[src/rtl/core/msk_ram.sv]
`default_nettype none
// ----------------------------------------------------------------------------
// msk_ram
// Simple dual-port RAM: one write port, one read port with registered data.
// ----------------------------------------------------------------------------
module msk_ram #(
   parameter int WIDTH = 8,
   parameter int DEPTH = 16,
   localparam int AW = (DEPTH > 1) ? $clog2(DEPTH) : 1
) (
   input  wire logic             clock,
   input  wire logic             wr_en,
   input  wire logic [AW-1:0]    wr_addr,
   input  wire logic [WIDTH-1:0] wr_data,
   input  wire logic [AW-1:0]    rd_addr,
   output logic      [WIDTH-1:0] rd_data
);

   logic [WIDTH-1:0] mem_ff [DEPTH];
   logic [WIDTH-1:0] rd_data_ff;

   always_ff @(posedge clock) begin
      if (wr_en) begin
         mem_ff[wr_addr] <= wr_data;
      end
      rd_data_ff <= mem_ff[rd_addr];
   end

   assign rd_data = rd_data_ff;

endmodule
`default_nettype wire

[config.mk]
export PLATFORM = sky130hd
export DESIGN_NAME = msk_ram
export DESIGN_NICKNAME = d
export VERILOG_FILES = /design/src/rtl/core/msk_ram.sv
export SDC_FILE = /design/constraint.sdc
export NUM_CORES = 1
export LEC_CHECK = 0
export ABC_AREA = 1
export BUFFER_PORTS_ARGS = -buffer_cell sky130_fd_sc_hd__buf_2
export CORE_ASPECT_RATIO = 0.8
export CORE_MARGIN = 8
export CORE_UTILIZATION = 55
export CTS_CLUSTER_SIZE = 14
export DETAILED_ROUTE_END_ITERATION = 6
export PLACE_DENSITY_LB_ADDON = 0.25
export SYNTH_ARGS = -nofsm -noshare
export SYNTH_HDL_FRONTEND = slang
export SYNTH_SLANG_ARGS = --single-unit
[constraint.sdc]
create_clock -name clock -period 1.1 [get_ports clock]
set_input_delay 0.11 -clock clock [delete_from_list [all_inputs] [get_ports clock]]
set_output_delay 0.11 -clock clock [all_outputs]
set_load 0.1 [all_outputs]
Yosys cells after proc, flatten, opt, wreduce, memory -nomap -nowiden
Memory sizes are Yosys's and may differ from the RTL's. A register that Yosys moved wholly into a read port is not among the register bits.
Index checks and enable logic that the tools add are counted.
{"block": "classes", "addsub": 0, "multipliers": 0, "div_mod_pow": 0, "n_lt_le_gt_ge": 0, "eq_ne": 0, "shift": 0, "mux": 2, "bitwise": 0, "reduce_logical": 0}
{"op": "$mux 1", "n": 2}
{"block": "totals", "reg_bits": 0, "latchBits": 0, "ramBits": 128, "mem_bits_ro": 0, "in_bits": 18, "out_inout_bits": 8, "word_cells": 3, "memories": 1}
{"memory": "mem_ff", "words": 16, "width": 8, "rd": 1, "rd_ports_with_merged_regs": 1, "wr": 1, "line_no": "19", "text": "logic [WIDTH-1:0] mem_ff [DEPTH];"}

Depth between registers and ports, before layout
{"block": "logic_depth", "ltp_word": 2, "ltp_mapped": 8, "mapped_depth_nobuf": 7}

Least setup slack after synthesis
Ideal clock, no wire load.
{"block": "synth_timing", "kind": "input to register", "startpoint": "in wr_addr[3]", "endpoint": "mem mem_ff[4][0] (enable)", "setup_time_ns": 0.370, "arrival_ns": 0.691, "required_time_ns": 0.730, "slack_ns": 0.039, "path_stages": 2, "path_buffers": 0, "cell_sequence": "nand3b_1 nor2_1"}
{"item": "from (decl)", "line_no": "13", "text": "input wire logic [AW-1:0] wr_addr,"}
{"item": "to (decl)", "line_no": "19"}
Straight into the memory's write port.

Worst setup path in the final report
{"block": "layout_timing", "startpoint": "reg rd_data_ff[2] (netlist: rd_data[2]) (read register of mem_ff)", "endpoint": "out rd_data[2]"}
{"item": "from (decl)", "line_no": "20", "text": "logic [WIDTH-1:0] rd_data_ff;"}
{"item": "to (decl)", "line_no": "16", "text": "output logic [WIDTH-1:0] rd_data"}
No word-level cell between the ends.

==> impl_metrics.ini <==
[cts]
cts_buffer_depth = 2
numCtsBuffers = 17
insertion_delay_ps = 420
root_buffer = clkbuf_16
cts_num_sinks = 136
cts_tree = built
cts_max_level = 4
cts_setup_buffers = 0
clk_pin_slew_worst_paths_ps = 60

[layout]
layout-drive-gt1-share_pct = 15.9
diodes = 0
utilization_pct = 67.7
final_nets = 623
area_delta_synth_final_pct = 20.2
fin_area_mm2 = 0.00693

[run]
drv_cap = 0

[critical_path]
cp-end-kind = output port
critPathLaunchType = flip-flop
critical_path_buf_inv_count = 1
r2r_start = mem_ff[4][4]
crit_slowest_cell = dfxtp_4
cp.required_ps = 990
max_stage_delay_ps = 370
worstPathCellList = buf_12
r2r_slack_ps = 100
cp_max_fo = 1
cp_top_family = flip-flops
rr_endpoint = rd_data[4]
crit_type = reg2out
worst-r2r-cell-count = 6
cp.arrival_ps = 970

[synth]
ys_warn_count = 0
yosysTopAreaCellShare_pct = 66.7
ys.flop_type = edfxtp_1
ys_types = 12
synth_enable_flop_cells = 128
syn_area_mm2 = 0.00577
synth_adder_area_share_pct = 0
synth_most_common_cell = nand2_1
synth_fp_nets = 569
muxShareOfSynthArea_pct = 0
yosys-top-cells-area = edfxtp_1, nand2_1, nand3_1
synth_common_cells = nand2_1, edfxtp_1, inv_1
synth_top_family_by_area = simple AND/OR/NAND/NOR gates
synth_largest_area_cell = edfxtp_1
synth_cells = 551
ys_seq_area_share_pct = 69.4
synth-compound-area-share_pct = 0
synth_xor_area_share_pct = 0
synth-async-reset-ratio_pct = 0
ys_ff_latch = 136
synth-simple-area-share_pct = 21.0
synth.avg_cell_area_um2 = 10.5

[die]
core_area_mm2 = 0.0102
rows = 33
die_h_um = 108
ios = 26
die_area_mm2 = 0.0140
start_util_pct = 56.3
die_x_um = 130

[place]
place_congestion = 0.868
placed_cell_area_mm2 = 0.00631
io_buffers = 25
dp_hpwl_um = 8440

[global_route]
track_usage_pct = 20.3
grt_start_max_net_pins = 27
grt_pass1_vias = 3894
grt_pass1_wl_um = 20700
grt_overflow = 0
antenna_found_initial = 0

[drt]
route.detailed.drc = 0
wl_per_cell_um = 17.1
ant_nets = 0
first_pass_iters = 5
drtIter0Drc = 379
via_per_inst = 5.14
drt_wl_total_um = 12900
vias = 3896

[sta]
rsz0062_at_grt = yes
setup_viol = 0
worst_pin_slew_ps = 415
skew_ps = 8.20
fmax_mhz = 928
max_slew_margin_pct = 72.3
drv_slew = 0
period_share_pct = 98.0
layout_min_cycle_time_ps = 1080
finalHoldViolations = 0

[min_path]
hold_end = mem_ff[8][3]
min_path_cells = 1
worstHoldPathType = in2reg
hold_path.startpoint = wr_data[3]

[pwr]
max-vdd-ir-drop_mv = 1.44
power.density_mw_per_mm2 = 1820
p_leak_uw = 0.00305

[outcome]
status = finished, final reports clean
metrics by stage:
| step | setup TNS, ps | instances | total power, µW | worst slack [ps] | hold WS, ps |
|---|---|---|---|---|---|
| CTS | 0 | 758 | 12700 | 1.36 | 72.7 |
| finish | 0 | 758 | 12600 | 21.9 | 82.3 |
| global route | -2.79 | 758 | 13000 | -2.79 | 81.8 |
| floorplan | 0 | 551 | 6580 | 39.2 | 209 |
| detailed placement | -1890 | 726 | 7030 | -117 | 512 |
| global placement | -712 | 726 | 7010 | -68.4 | 510 |
how the worst max path moves through the flow:
stage	start	to	slack [ps]	cells after the start
finish	rd_data[2]	rd_data[2]	20	1
global route	rd_data[2]	rd_data[2]	-3	1
CTS	rd_data[1]	rd_data[1]	1	1
detailed placement	wr_addr[3]	mem_ff[6][1]	-120	4
global placement	wr_addr[3]	mem_ff[6][1]	-70	4
floorplan	wr_addr[3]	mem_ff[4][0]	40	2
what timing repair did:
action	in CTS	in global routing
setup endpoints to repair	4	5
gates cloned	0	0
hold buffers	0	0
endpoints found under the hold margin	0	0
resized for setup	5	4
power breakdown:
group	switching [µW]	total [µW]	internal [µW]	leakage [µW]
logic	733	1080	349	0.00152
clock network	2020	5690	3670	0.000299
registers	57.3	5860	5800	0.00122
placed cells by master (no fill, tap or decap):
master,Yosys,layout
nor2_1,17,17
dfxtp_4,0,2
inv_1,100,100
buf_2,13,17
buf_12,0,11
bufinv_16,0,2
clkinv_2,0,4
nand3_2,0,1
dfxtp_2,0,4
clkinvlp_4,0,1
clkbuf_16,0,17
edfxtp_1,128,128
buf_4,4,31
clkinv_1,0,1
inv_2,2,2
nand3_1,97,96
clkbuf_8,0,6
nand3b_1,2,2
clkbuf_1,0,1
nand2_1,173,173
dfxtp_1,8,2
registers in the layout (all words and copies together), names as in the netlist:
| name | cells |
|---|---|
| mem_ff | 128 |
| rd_data | 8 |
area by class of cell:
| class | count | area, µm² |
|---|---|---|
| Sequential cell | 136 | 4020 |
| Multi-Input combinational cell | 289 | 1220 |
| Inverter | 102 | 383 |
| Timing Repair Buffer | 59 | 538 |
| Clock buffer | 24 | 512 |
| Clock inverter | 8 | 91.3 |
| Tap cell | 140 | 175 |
| Fill cell | 790 | 3310 |
kinds of logic after synthesis:
group                  Yosys count
buffers and inverters          126
AND/OR/NAND/NOR                289
flip-flops                     136
per-layer routing:
| layer | global-route usage (%) | share of wire [%] |
|---|---|---|
| met1 | 25.7 | 43 |
| met2 | 30.9 | 47 |
| met3 | 6.83 | 7.7 |
| met4 | 9.40 | 2.3 |
| met5 | 0 | 0 |
Note: power is estimated with default switching activity, not from simulation.
